===== src/hdl/maximal_rectangle_binary_matrix_defines.svh =====
// ----------------------------------------------------------------------------
// Maximal rectangle block: assertion macros
// Shared concurrent-assertion forms, clocked on the rising edge and held off
// while the asynchronous reset is asserted.
// ----------------------------------------------------------------------------
`ifndef MAXIMAL_RECTANGLE_BINARY_MATRIX_DEFINES_SVH
`define MAXIMAL_RECTANGLE_BINARY_MATRIX_DEFINES_SVH

// Same-cycle implication.
`define MRBM_ASSERT_IMPL(label, clk, rst_n, ante, cons) \
    label: assert property (@(posedge clk) disable iff (!rst_n) (ante) |-> (cons)) \
        else $error("mrbm same-cycle check failed");

// Next-cycle implication.
`define MRBM_ASSERT_NEXT(label, clk, rst_n, ante, cons) \
    label: assert property (@(posedge clk) disable iff (!rst_n) (ante) |=> (cons)) \
        else $error("mrbm next-cycle check failed");

`endif


===== src/hdl/mrbm_pkg.sv =====
// ----------------------------------------------------------------------------
// mrbm_pkg
// Types and constants shared by the maximal rectangle controller and datapath.
// ----------------------------------------------------------------------------
package mrbm_pkg;

    localparam int MAX_COLS = 64;
    localparam int MAX_ROWS = 256;

    localparam int COL_W   = $clog2(MAX_COLS);      // column address
    localparam int WIDTH_W = 7;                     // row width register, span
    localparam int HGT_W   = 9;                     // column height, 0..MAX_ROWS
    localparam int AREA_W  = 15;                    // area result
    localparam int PROD_W  = HGT_W + WIDTH_W;

    typedef enum logic [2:0] {
        ST_IDLE,
        ST_UPD,
        ST_SRD,
        ST_SCMP,
        ST_POPW,
        ST_DONE
    } state_t;

    // One histogram stack entry: bar height and its column.
    typedef struct packed {
        logic [HGT_W-1:0] hgt;
        logic [COL_W-1:0] idx;
    } stack_ent_t;

    typedef struct packed {
        logic load_cell;   // take the cell word, read its column height
        logic upd;         // write back the new column height
        logic scan_init;   // clear scan index and stack depth
        logic rd_cur;      // read the height at the scan index
        logic pop;         // drop the stack top, read the entry below
        logic pop_fin;     // work out the popped bar area
        logic advance;     // push the current bar, step the scan index
        logic emit;        // load the result register, clear the matrix
    } cmd_t;

    typedef struct packed {
        logic row_done;
        logic last;
        logic scan_end;
        logic pop_ok;
        logic out_busy;
    } sts_t;

endpackage


===== src/hdl/mrbm_ctrl.sv =====
// ----------------------------------------------------------------------------
// mrbm_ctrl
// Sequencer for the cell update, the row histogram scan and the result hand-off.
// ----------------------------------------------------------------------------
`include "maximal_rectangle_binary_matrix_defines.svh"

module mrbm_ctrl (
    input  logic           clk,
    input  logic           rst_n,
    input  logic           in_valid,
    output logic           in_ready,
    input  mrbm_pkg::sts_t sts,
    output mrbm_pkg::cmd_t cmd
);

    mrbm_pkg::state_t state_reg;
    mrbm_pkg::state_t state_next;

    always_ff @(posedge clk or negedge rst_n)
    begin
        if (!rst_n)
        begin
            state_reg <= mrbm_pkg::ST_IDLE;
        end
        else
        begin
            state_reg <= state_next;
        end
    end

    always_comb
    begin
        state_next = state_reg;
        cmd        = '0;
        in_ready   = 1'b0;
        unique case (state_reg)
            mrbm_pkg::ST_IDLE:
            begin
                in_ready = 1'b1;
                if (in_valid)
                begin
                    cmd.load_cell = 1'b1;
                    state_next    = mrbm_pkg::ST_UPD;
                end
            end
            mrbm_pkg::ST_UPD:
            begin
                cmd.upd = 1'b1;
                if (sts.row_done)
                begin
                    cmd.scan_init = 1'b1;
                    state_next    = mrbm_pkg::ST_SRD;
                end
                else if (sts.last)
                begin
                    state_next = mrbm_pkg::ST_DONE;
                end
                else
                begin
                    state_next = mrbm_pkg::ST_IDLE;
                end
            end
            mrbm_pkg::ST_SRD:
            begin
                cmd.rd_cur = 1'b1;
                state_next = mrbm_pkg::ST_SCMP;
            end
            mrbm_pkg::ST_SCMP:
            begin
                priority if (sts.pop_ok)
                begin
                    cmd.pop    = 1'b1;
                    state_next = mrbm_pkg::ST_POPW;
                end
                else if (sts.scan_end)
                begin
                    state_next = sts.last ? mrbm_pkg::ST_DONE : mrbm_pkg::ST_IDLE;
                end
                else
                begin
                    cmd.advance = 1'b1;
                    state_next  = mrbm_pkg::ST_SRD;
                end
            end
            mrbm_pkg::ST_POPW:
            begin
                cmd.pop_fin = 1'b1;
                state_next  = mrbm_pkg::ST_SCMP;
            end
            mrbm_pkg::ST_DONE:
            begin
                // hold until the result register is free
                if (!sts.out_busy)
                begin
                    cmd.emit   = 1'b1;
                    state_next = mrbm_pkg::ST_IDLE;
                end
            end
            default:
            begin
                state_next = mrbm_pkg::ST_IDLE;
            end
        endcase
    end

    `MRBM_ASSERT_NEXT(a_accept_to_upd, clk, rst_n, in_valid && in_ready, state_reg == mrbm_pkg::ST_UPD)
    `MRBM_ASSERT_NEXT(a_pop_to_popw, clk, rst_n, cmd.pop, state_reg == mrbm_pkg::ST_POPW)
    `MRBM_ASSERT_NEXT(a_popw_to_scmp, clk, rst_n, state_reg == mrbm_pkg::ST_POPW, state_reg == mrbm_pkg::ST_SCMP)

endmodule


===== src/hdl/mrbm_dp.sv =====
// ----------------------------------------------------------------------------
// mrbm_dp
// Column height memory, histogram stack, area multiplier, running maximum and
// result register.
// ----------------------------------------------------------------------------
`include "maximal_rectangle_binary_matrix_defines.svh"

module mrbm_dp (
    input  logic                             clk,
    input  logic                             rst_n,
    input  logic                             cfg_valid,
    input  logic [mrbm_pkg::WIDTH_W-1:0]     cfg_data,
    input  logic                             in_cell,
    input  logic                             in_last,
    input  logic                             out_ready,
    output logic                             out_valid,
    output logic [mrbm_pkg::AREA_W-1:0]      out_area,
    output logic                             out_partial,
    input  mrbm_pkg::cmd_t                   cmd,
    output mrbm_pkg::sts_t                   sts
);

    localparam logic [mrbm_pkg::WIDTH_W-1:0] W_MAX   = mrbm_pkg::WIDTH_W'(mrbm_pkg::MAX_COLS);
    localparam logic [mrbm_pkg::WIDTH_W-1:0] W_ONE   = mrbm_pkg::WIDTH_W'(1);
    localparam logic [mrbm_pkg::HGT_W-1:0]   H_MAX   = mrbm_pkg::HGT_W'(mrbm_pkg::MAX_ROWS);

    logic [mrbm_pkg::WIDTH_W-1:0]  row_width_reg;
    logic [mrbm_pkg::COL_W-1:0]    col_reg;
    logic [mrbm_pkg::COL_W-1:0]    col_next;
    logic                          cell_reg;
    logic                          last_reg;
    logic [mrbm_pkg::MAX_COLS-1:0] hvalid_reg;
    logic [mrbm_pkg::HGT_W-1:0]    hmem [mrbm_pkg::MAX_COLS];
    logic [mrbm_pkg::HGT_W-1:0]    hrd_reg;
    logic                          hrd_vld_reg;
    logic [mrbm_pkg::WIDTH_W-1:0]  scan_i_reg;
    logic [mrbm_pkg::WIDTH_W-1:0]  depth_reg;
    mrbm_pkg::stack_ent_t          smem [mrbm_pkg::MAX_COLS];
    mrbm_pkg::stack_ent_t          srd_reg;
    mrbm_pkg::stack_ent_t          top_reg;
    mrbm_pkg::stack_ent_t          push_ent;
    logic [mrbm_pkg::HGT_W-1:0]    pop_h_reg;
    logic [mrbm_pkg::AREA_W-1:0]   area_reg;
    logic                          area_vld_reg;
    logic [mrbm_pkg::AREA_W-1:0]   best_reg;
    logic                          out_valid_reg;
    logic [mrbm_pkg::AREA_W-1:0]   out_area_reg;
    logic                          out_partial_reg;

    logic [mrbm_pkg::WIDTH_W-1:0]  w_eff;
    logic [mrbm_pkg::WIDTH_W-1:0]  col_inc;
    logic [mrbm_pkg::COL_W-1:0]    hrd_addr;
    logic [mrbm_pkg::HGT_W-1:0]    h_old;
    logic [mrbm_pkg::HGT_W-1:0]    h_new;
    logic [mrbm_pkg::HGT_W-1:0]    cur_h;
    logic                          scan_in_row;
    logic [mrbm_pkg::COL_W-1:0]    srd_addr;
    logic [mrbm_pkg::WIDTH_W-1:0]  left;
    logic [mrbm_pkg::WIDTH_W-1:0]  span;
    logic [mrbm_pkg::PROD_W-1:0]   prod;

    // Width 0 acts as 1, anything above the column count as the column count.
    always_comb
    begin
        priority if (row_width_reg == '0)
        begin
            w_eff = W_ONE;
        end
        else if (row_width_reg > W_MAX)
        begin
            w_eff = W_MAX;
        end
        else
        begin
            w_eff = row_width_reg;
        end
    end

    assign col_inc     = {1'b0, col_reg} + W_ONE;
    assign scan_in_row = scan_i_reg < w_eff;
    assign h_old       = hrd_vld_reg ? hrd_reg : '0;
    assign h_new       = !cell_reg ? '0 : ((h_old >= H_MAX) ? H_MAX : h_old + 1'b1);
    assign cur_h       = (scan_in_row && hrd_vld_reg) ? hrd_reg : '0;
    assign hrd_addr    = cmd.load_cell ? col_reg : scan_i_reg[mrbm_pkg::COL_W-1:0];
    assign col_next    = (col_inc >= w_eff) ? '0 : col_inc[mrbm_pkg::COL_W-1:0];
    assign srd_addr    = depth_reg[mrbm_pkg::COL_W-1:0] - mrbm_pkg::COL_W'(2);
    assign push_ent    = '{hgt: cur_h, idx: scan_i_reg[mrbm_pkg::COL_W-1:0]};
    assign left        = (depth_reg != '0) ? ({1'b0, srd_reg.idx} + W_ONE) : '0;
    assign span        = scan_i_reg - left;
    assign prod        = {{mrbm_pkg::WIDTH_W{1'b0}}, pop_h_reg} * {{mrbm_pkg::HGT_W{1'b0}}, span};

    assign sts.row_done = col_inc >= w_eff;
    assign sts.last     = last_reg;
    assign sts.scan_end = !scan_in_row;
    assign sts.pop_ok   = (depth_reg != '0) && (top_reg.hgt >= cur_h);
    assign sts.out_busy = out_valid_reg && !out_ready;

    assign out_valid   = out_valid_reg;
    assign out_area    = out_area_reg;
    assign out_partial = out_partial_reg;

    // Column height memory.
    always_ff @(posedge clk)
    begin
        if (cmd.upd)
        begin
            hmem[col_reg] <= h_new;
        end
        if (cmd.load_cell || cmd.rd_cur)
        begin
            hrd_reg <= hmem[hrd_addr];
        end
    end

    // Histogram stack memory.
    always_ff @(posedge clk)
    begin
        if (cmd.advance && scan_in_row)
        begin
            smem[depth_reg[mrbm_pkg::COL_W-1:0]] <= push_ent;
        end
        if (cmd.pop)
        begin
            srd_reg <= smem[srd_addr];
        end
    end

    // Payload registers.
    always_ff @(posedge clk)
    begin
        if (cmd.load_cell)
        begin
            cell_reg <= in_cell;
            last_reg <= in_last;
        end
        if (cmd.advance && scan_in_row)
        begin
            top_reg <= push_ent;
        end
        else if (cmd.pop_fin && depth_reg != '0)
        begin
            top_reg <= srd_reg;
        end
        if (cmd.pop)
        begin
            pop_h_reg <= top_reg.hgt;
        end
        if (cmd.pop_fin)
        begin
            area_reg <= prod[mrbm_pkg::AREA_W-1:0];
        end
        if (cmd.emit)
        begin
            out_area_reg    <= best_reg;
            out_partial_reg <= col_reg != '0;
        end
    end

    always_ff @(posedge clk or negedge rst_n)
    begin
        if (!rst_n)
        begin
            row_width_reg <= W_MAX;
            col_reg       <= '0;
            hvalid_reg    <= '0;
            hrd_vld_reg   <= 1'b0;
            scan_i_reg    <= '0;
            depth_reg     <= '0;
            area_vld_reg  <= 1'b0;
            best_reg      <= '0;
            out_valid_reg <= 1'b0;
        end
        else
        begin
            if (cfg_valid)
            begin
                row_width_reg <= cfg_data;
            end
            if (cmd.load_cell || cmd.rd_cur)
            begin
                hrd_vld_reg <= hvalid_reg[hrd_addr];
            end
            area_vld_reg <= cmd.pop_fin;
            if (cmd.emit)
            begin
                // drop the matrix state for the next run
                col_reg    <= '0;
                hvalid_reg <= '0;
                best_reg   <= '0;
            end
            else
            begin
                if (cmd.upd)
                begin
                    col_reg             <= col_next;
                    hvalid_reg[col_reg] <= 1'b1;
                end
                if (area_vld_reg && area_reg > best_reg)
                begin
                    best_reg <= area_reg;
                end
            end
            if (cmd.scan_init)
            begin
                scan_i_reg <= '0;
                depth_reg  <= '0;
            end
            else if (cmd.pop)
            begin
                depth_reg <= depth_reg - W_ONE;
            end
            else if (cmd.advance && scan_in_row)
            begin
                depth_reg  <= depth_reg + W_ONE;
                scan_i_reg <= scan_i_reg + W_ONE;
            end
            if (cmd.emit)
            begin
                out_valid_reg <= 1'b1;
            end
            else if (out_ready)
            begin
                out_valid_reg <= 1'b0;
            end
        end
    end

    `MRBM_ASSERT_IMPL(a_depth_bound, clk, rst_n, 1'b1, depth_reg <= W_MAX && depth_reg <= scan_i_reg)
    `MRBM_ASSERT_IMPL(a_pop_nonempty, clk, rst_n, cmd.pop, depth_reg != '0 && !cmd.advance)
    `MRBM_ASSERT_NEXT(a_emit_clears, clk, rst_n, cmd.emit, best_reg == '0 && col_reg == '0 && out_valid_reg)

endmodule


===== src/hdl/maximal_rectangle_binary_matrix.sv =====
// ----------------------------------------------------------------------------
// maximal_rectangle_binary_matrix
// Largest all-ones rectangle of a binary matrix streamed one cell per word.
//
//   Channel   Dir  Handshake                 Payload
//   cfg       in   cfg_valid/cfg_ready       cfg_data = row_width
//   s_axis    in   s_axis_tvalid/tready      tdata[0] cell_req, tlast matrix_end
//   m_axis    out  m_axis_tvalid/tready      tdata[14:0] max_area, tuser[0] partial_row
//
// A cell takes a height memory read, then a write-back.
// A row-closing cell adds a read and a compare step for each column and for
// the flush position past the last column, plus a pop and an area step per
// stack pop (every column is popped once), serialized by the single read port
// of the height and stack memories; a matrix_end cell adds a result-register load.
// Reset is asynchronous; column heights are cleared by per-column valid bits,
// so no clearing pass is needed.
// One result is held in the output register; input stalls while a cell or row
// scan runs, and when the next result is ready before the previous one is taken.
// ----------------------------------------------------------------------------
module maximal_rectangle_binary_matrix (
    input  logic        clk,
    input  logic        rst_n,
    input  logic        cfg_valid,
    output logic        cfg_ready,
    input  logic [6:0]  cfg_data,       // row_width
    input  logic        s_axis_tvalid,
    output logic        s_axis_tready,
    input  logic [7:0]  s_axis_tdata,   // [0] cell_req, [7:1] zero
    input  logic        s_axis_tlast,   // matrix_end
    output logic        m_axis_tvalid,
    input  logic        m_axis_tready,
    output logic [15:0] m_axis_tdata,   // [14:0] max_area, [15] zero
    output logic [0:0]  m_axis_tuser    // [0] partial_row
);

    mrbm_pkg::cmd_t                 cmd;
    mrbm_pkg::sts_t                 sts;
    logic [mrbm_pkg::AREA_W-1:0]    out_area;
    logic                           out_partial;

    assign cfg_ready    = 1'b1;
    assign m_axis_tdata = {1'b0, out_area};
    assign m_axis_tuser = out_partial;

    mrbm_ctrl u_ctrl (
        .clk      (clk),
        .rst_n    (rst_n),
        .in_valid (s_axis_tvalid),
        .in_ready (s_axis_tready),
        .sts      (sts),
        .cmd      (cmd)
    );

    mrbm_dp u_dp (
        .clk         (clk),
        .rst_n       (rst_n),
        .cfg_valid   (cfg_valid),
        .cfg_data    (cfg_data),
        .in_cell     (s_axis_tdata[0]),
        .in_last     (s_axis_tlast),
        .out_ready   (m_axis_tready),
        .out_valid   (m_axis_tvalid),
        .out_area    (out_area),
        .out_partial (out_partial),
        .cmd         (cmd),
        .sts         (sts)
    );

endmodule


===== config.mk =====
export PLATFORM = sky130hd
export DESIGN_NAME = maximal_rectangle_binary_matrix
export DESIGN_NICKNAME = d
export VERILOG_FILES = /design/src/hdl/mrbm_pkg.sv /design/src/hdl/mrbm_ctrl.sv /design/src/hdl/mrbm_dp.sv /design/src/hdl/maximal_rectangle_binary_matrix.sv
export VERILOG_INCLUDE_DIRS = /design/src /design/src/hdl
export SDC_FILE = /design/constraint.sdc
export NUM_CORES = 2
export LEC_CHECK = 0
export BUFFER_PORTS_ARGS = -buffer_cell sky130_fd_sc_hd__buf_2
export CAP_MARGIN = 20
export CELL_PAD_IN_SITES_DETAIL_PLACEMENT = 2
export CELL_PAD_IN_SITES_GLOBAL_PLACEMENT = 2
export CORE_ASPECT_RATIO = 2
export CORE_MARGIN = 3
export CORE_UTILIZATION = 48
export CTS_BUF_LIST = sky130_fd_sc_hd__clkbuf_16
export DETAILED_ROUTE_END_ITERATION = 8
export PLACE_DENSITY_LB_ADDON = 0.1
export RECOVER_POWER = 25
export SYNTH_ARGS = -nofsm -noshare
export SYNTH_HDL_FRONTEND = slang
export SYNTH_HIERARCHICAL = 1
export SYNTH_SLANG_ARGS = --single-unit

===== constraint.sdc =====
create_clock -name clk -period 10.25 [get_ports clk]
set_clock_uncertainty 0.2 [all_clocks]
set_input_delay 0.5125 -clock clk [delete_from_list [all_inputs] [get_ports clk]]
set_output_delay 0.5125 -clock clk [all_outputs]
set_load 0.01 [all_outputs]

After elaboration in Yosys (flattened, before gate mapping)
Memory sizes are Yosys's and may differ from the RTL's. A register that Yosys moved wholly into a read port is not among the register bits.
Cells that the tools add are included.
{"block": "word_totals", "register_bits": 163, "mem_bits_rw": 1536, "input_bits": 21, "output_inout_bits": 20, "word_cells": 122, "memories": 2}
{"block": "classes", "n_addsub": 8, "multipliers": 1, "n_lt_le_gt_ge": 9, "eq_ne": 8, "muxes": 54, "bitwise_logic": 1, "n_reduce_logical": 22}
{"memory": "u_dp.smem", "words": 64, "width": 15, "rd": 1, "rd_ports_with_merged_regs": 1, "write_ports": 1, "line_no": "mrbm_dp.sv:38", "text": "mrbm_pkg::stack_ent_t smem [mrbm_pkg::MAX_COLS];"}
{"memory": "u_dp.hmem", "words": 64, "width": 9, "rd": 1, "rd_ports_with_merged_regs": 1, "write_ports": 1, "line_no": "mrbm_dp.sv:33", "text": "logic [mrbm_pkg::HGT_W-1:0] hmem [mrbm_pkg::MAX_COLS];"}
{"cell": "64-bit two-way mux", "n": 2}
{"cell": "64-bit bitwise OR", "n": 1}
{"cell": "7-bit two-way mux", "n": 9}
{"cell": "15-bit two-way mux", "n": 4}
{"cell": "9-bit two-way mux", "n": 4}
{"cell": "6-bit two-way mux", "n": 4}
{"cell": "1-bit two-way mux", "n": 21}
{"cell": "3-bit two-way mux", "n": 6}
{"cell": "15-bit greater-than comparator", "n": 1}
{"cell": "9-bit by 7-bit multiplier with 15-bit output", "n": 1}
{"cell": "3-bit case mux with 5 select lines", "n": 1}
{"cell": "6-bit by 1-bit adder with 7-bit output, second input constant", "n": 2}
{"cell": "7-bit by 1-bit adder with 7-bit output, second input constant", "n": 2}
{"cell": "6-bit by 7-bit less-than comparator with 1-bit output, second input constant", "n": 2}
{"cell": "2-bit nonzero test", "n": 5}
{"cell": "9-bit by 1-bit adder with 9-bit output, second input constant", "n": 1}
{"cell": "9-bit >= comparator", "n": 1}
{"cell": "9-bit >= comparator, second input constant", "n": 1}
{"cell": "7-bit >= comparator", "n": 1}
{"cell": "7-bit greater-than comparator, second input constant", "n": 1}
{"cell": "1-bit logical AND", "n": 7}
{"cell": "7-bit zero test", "n": 1}
{"cell": "7-bit less-than comparator", "n": 1}
{"cell": "7-bit nonzero test", "n": 1}
{"cell": "19 further kinds", "n": 23}

Longest topological paths before layout
{"block": "logic_depth", "word_depth": 14, "ltp_mapped": 30, "ltp_nobuf": 27}

Hierarchy
The synthesis kept the hierarchy.
{"module": "mrbm_dp", "instances": 1, "cells_each": 4674, "area_each_um2": 75257.2, "seq_area_each_um2": 51105.3}
{"module": "mrbm_ctrl", "instances": 1, "cells_each": 36, "area_each_um2": 272.8, "seq_area_each_um2": 75.1}
{"module": "maximal_rectangle_binary_matrix", "instances": 1, "cells_each": 4, "area_each_um2": 22.5, "seq_area_each_um2": 0.0}

Worst setup path after synthesis
Ideal clock, no wire load.
{"block": "synth_path", "kind": "flip-flop to flip-flop", "startpoint": "register u_dp/scan_i_reg[4] (netlist name)", "endpoint": "register u_dp/depth_reg[5] (netlist name)", "setup_time_ns": 0.078, "t_arrival_ns": 7.937, "required_ns": 9.972, "slack_ns": 2.034, "stages_incl_launch_ff": 27, "path_buffers": 1, "period_less_slack_ns": 8.216, "path_cell_list": "dfrtp_1 ha_1 a21o_1 a21o_1 a21oi_1 and2_1 clkbuf_1 inv_1 nor2_1 ha_1 nand2b_1 a21o_1 a21o_1 a211oi_1 o21ai_0 o211ai_1 a21oi_1 inv_1 nor2_1 ha_1 a21o_1 a21oi_1 o21bai_1 a21oi_1 xnor2_1 o21ai_0 a21oi_1"}
{"element": "from (decl)", "line_no": "mrbm_dp.sv:36", "text": "logic [mrbm_pkg::WIDTH_W-1:0] scan_i_reg;"}
{"element": "from (signal assigned)", "line_no": "mrbm_dp.sv:215", "text": "scan_i_reg <= scan_i_reg + W_ONE;"}
{"element": "to (signal assigned)", "line_no": "mrbm_dp.sv:210", "text": "depth_reg <= depth_reg - W_ONE;"}
{"element": "to (signal assigned)", "line_no": "mrbm_dp.sv:214", "text": "depth_reg <= depth_reg + W_ONE;"}
{"element": "to (decl)", "line_no": "mrbm_dp.sv:37", "text": "logic [mrbm_pkg::WIDTH_W-1:0] depth_reg;"}

==> results.json <==
{
  "outcome": "complete, but fails checks",
  "violations": "capacitance limit, slew limit",
  "viasPerCell": 6.61,
  "grt_pass1_vias": 51800,
  "tightest_slew_ns": 4.88,
  "grt_setup_unrepaired": "no",
  "core_mm2": 0.156,
  "fmax_ghz": 0.112,
  "fillers": 13700,
  "cp_data_arrival_time_ns": 9.27,
  "die_h_um": 567,
  "setup_tns_ns": 0,
  "place_area_mm2": 0.0786,
  "synth-async-reset-ratio": 0.0650,
  "vias": 46200,
  "avgSynthCellArea_um2": 16.0,
  "finalNetCount": 4940,
  "yosys_most_used_dff": "edfxtp_1",
  "largest_reg_flops": 960,
  "fp-row-count": 205,
  "final-setup-viol-count": 0,
  "ys_ff_latch": 1723,
  "postRouteAntennaNets": 0,
  "grt_max_degree": 138,
  "drv_cap": 20,
  "antenna_found_initial": 8,
  "drc": 0,
  "ys_seq_area_frac": 0.677,
  "insertion_delay_ns": 0.80,
  "syn_nets": 4862,
  "cp_max_fo": 64,
  "yosys.cell_count.top_type": "edfxtp_1",
  "start_util": 0.484,
  "relSlewSlack": -2.27,
  "post_drt_wl_per_cell_um": 36.5,
  "syn_area_mm2": 0.0756,
  "path_clk_slew_ns": 0.07,
  "design_area_mm2": 0.0840,
  "holdCritPathClass": "input pin to flip-flop",
  "dieArea_mm2": 0.162,
  "crit_path_start_kind": "flip-flop",
  "cp-end-kind": "flip-flop",
  "clock-sinks": 1723,
  "clock_path_buffers": 4,
  "maxSlewViolCount": 1069,
  "gr-total-overflow": 0,
  "leakagePower_uw": 0.0271,
  "finalWirelength_mm": 255,
  "ios": 41,
  "hpwl_mm": 164,
  "synth_top_area_frac": 0.640,
  "path_class": "flip-flop to flip-flop",
  "die_w_um": 287,
  "grt_first_pass_wirelength_mm": 372,
  "hold_viol": 0,
  "critPathRequiredTime_ns": 10.56,
  "synth.distinct_cells": 72,
  "yosysTopAreaCell": "edfxtp_1",
  "drtIter0Drc": 3679,
  "synth_edf_count": 1611,
  "timing.final.crit_share": 0.875,
  "h-tree-depth": 4,
  "synth_warnings": 6,
  "gp_congestion": 0.908,
  "synth_area_leaders": "edfxtp_1 64%, mux4_2 9.5%, a211oi_1 5.0%",
  "syn_inst": 4714,
  "clock-root-buffer": "clkbuf_16",
  "tritoncts": "done",
  "fin_crit_ns": 8.97,
  "grt_usage": 0.316,
  "portBuffers": 31,
  "peakVddDrop_uv": 789,
  "numCtsBuffers": 161,
  "post-cts-setup-buffers": 0,
  "power_density_mw_per_mm2": 350,
  "areaGrowthSynthToFinish_pct": 11.1,
  "dr.pass1.iters": 5,
  "synth_common_cells": "1611 x edfxtp_1, 500 x a211oi_1, 350 x nor2_1, 318 x mux4_2, 169 x clkbuf_1",
  "drive_gt1_frac": 0.167
}
==> per-layer routing <==
metal  vias to the layer above  global-route usage  part of all wire
li1                      19300                   -                 -
met3                       642              0.0347             0.035
met4                         2               0.218             0.082
met5                         -                   0          0.000047
met2                      1418               0.591              0.55
met1                     24800               0.326              0.33
==> area by class of cell <==
cell class	count	area (um2)	area share
Sequential cell	1723	51200	0.610
Multi-Input combinational cell	2553	22700	0.271
Clock buffer	164	4100	0.0489
Tap cell	2070	2590	0.0309
Timing Repair Buffer	255	1940	0.0231
Clock inverter	123	1010	0.0121
Inverter	98	389	0.00464
Antenna cell	6	15.0	0.000179
==> stage by stage <==
stage	std cells	utilization	power, uW	worst slack (ns)	hold WS (ns)
final	6992	0.537	29400	1.28	0.0814
after global routing	6991	0.537	31000	0.929	0.0836
after CTS	6967	0.537	29600	2.04	0.0245
after detailed placement	6662	0.503	23400	2.08	0.250
after global placement	6651	0.502	22700	2.43	0.242
after floorplan	4714	-	18400	2.03	0.0169
==> report_power, final <==
part	switching [uW]	internal, uW	total [uW]
Clock	2700	3300	6000
Sequential	439	9220	9660
Combinational	8880	4880	13800
==> critical path, stage by stage (launching register included) <==
cell and delay, ns:
dfrtp_1 0.52, nor3_1 0.73, and2_0 2.92, buf_4 1.01, mux2i_1 0.83, nand2_1 0.88
a311o_1 0.68, nand4_1 0.38, and3b_1 0.28, and3_1 0.23
==> cell usage in the layout (no fill, tap or decap), types with 30 or more instances in the layout <==
| cell type | count |
|---|---|
| o21bai_1 | 165 |
| mux2i_1 | 46 |
| edfxtp_1 | 1611 |
| a21oi_1 | 133 |
| o21ai_0 | 64 |
| ha_1 | 91 |
| o41ai_1 | 82 |
| nand3_1 | 35 |
| fa_1 | 35 |
| mux4_2 | 318 |
| o221ai_1 | 34 |
| clkinv_1 | 33 |
| a31oi_1 | 42 |
| clkinv_2 | 31 |
| inv_1 | 110 |
| a211oi_1 | 500 |
| nand2b_1 | 33 |
| clkbuf_16 | 164 |
| a21o_1 | 30 |
| buf_4 | 172 |
| nand2_1 | 158 |
| a311o_1 | 32 |
| and2_1 | 42 |
| clkbuf_1 | 39 |
| dfrtp_1 | 106 |
| nor2_1 | 345 |
==> final timing paths <==
path	startpoint	endpoint	slack (ns)	cells after the start
setup / recovery	u_ctrl/state_reg[2]$_DFFE_PN0P_	u_dp/hrd_reg[1]$_DFFE_PP_	1.28	9
hold / removal	s_axis_tvalid	u_ctrl/state_reg[0]$_DFFE_PN0P_	0.08	5
setup reg to reg	u_ctrl/state_reg[2]$_DFFE_PN0P_	u_dp/hrd_reg[1]$_DFFE_PP_	1.28	9
hold reg to reg	u_dp/top_reg[7]$_DFFE_PP_	u_dp/pop_h_reg[1]$_DFFE_PP_	0.27	0
max in group asynchronous	rst_n	u_dp/col_reg[1]$_DFFE_PN0P_	2.75	3
min in group asynchronous	rst_n	u_dp/hvalid_reg[58]$_DFFE_PN0P_	1.34	2
==> timing repair <==
item                                   4_1_cts  5_1_grt
resized for setup                            0        0
endpoints found under the hold margin       62        0
hold buffers                                18        0
==> logic make-up after synthesis <==
logic type                 Yosys count  share of synthesized area
buffers and inverters              438                     0.0246
and+or+nand+nor                    767                     0.0464
AOI/OAI and AO/OA                 1236                      0.119
other                                2                  0.0000994
xor gates and xnor gates            44                    0.00510
muxes                              377                      0.103
DFF                               1723                      0.677
adders and majority gates          127                     0.0245
Power figures use the tool's default switching activity.
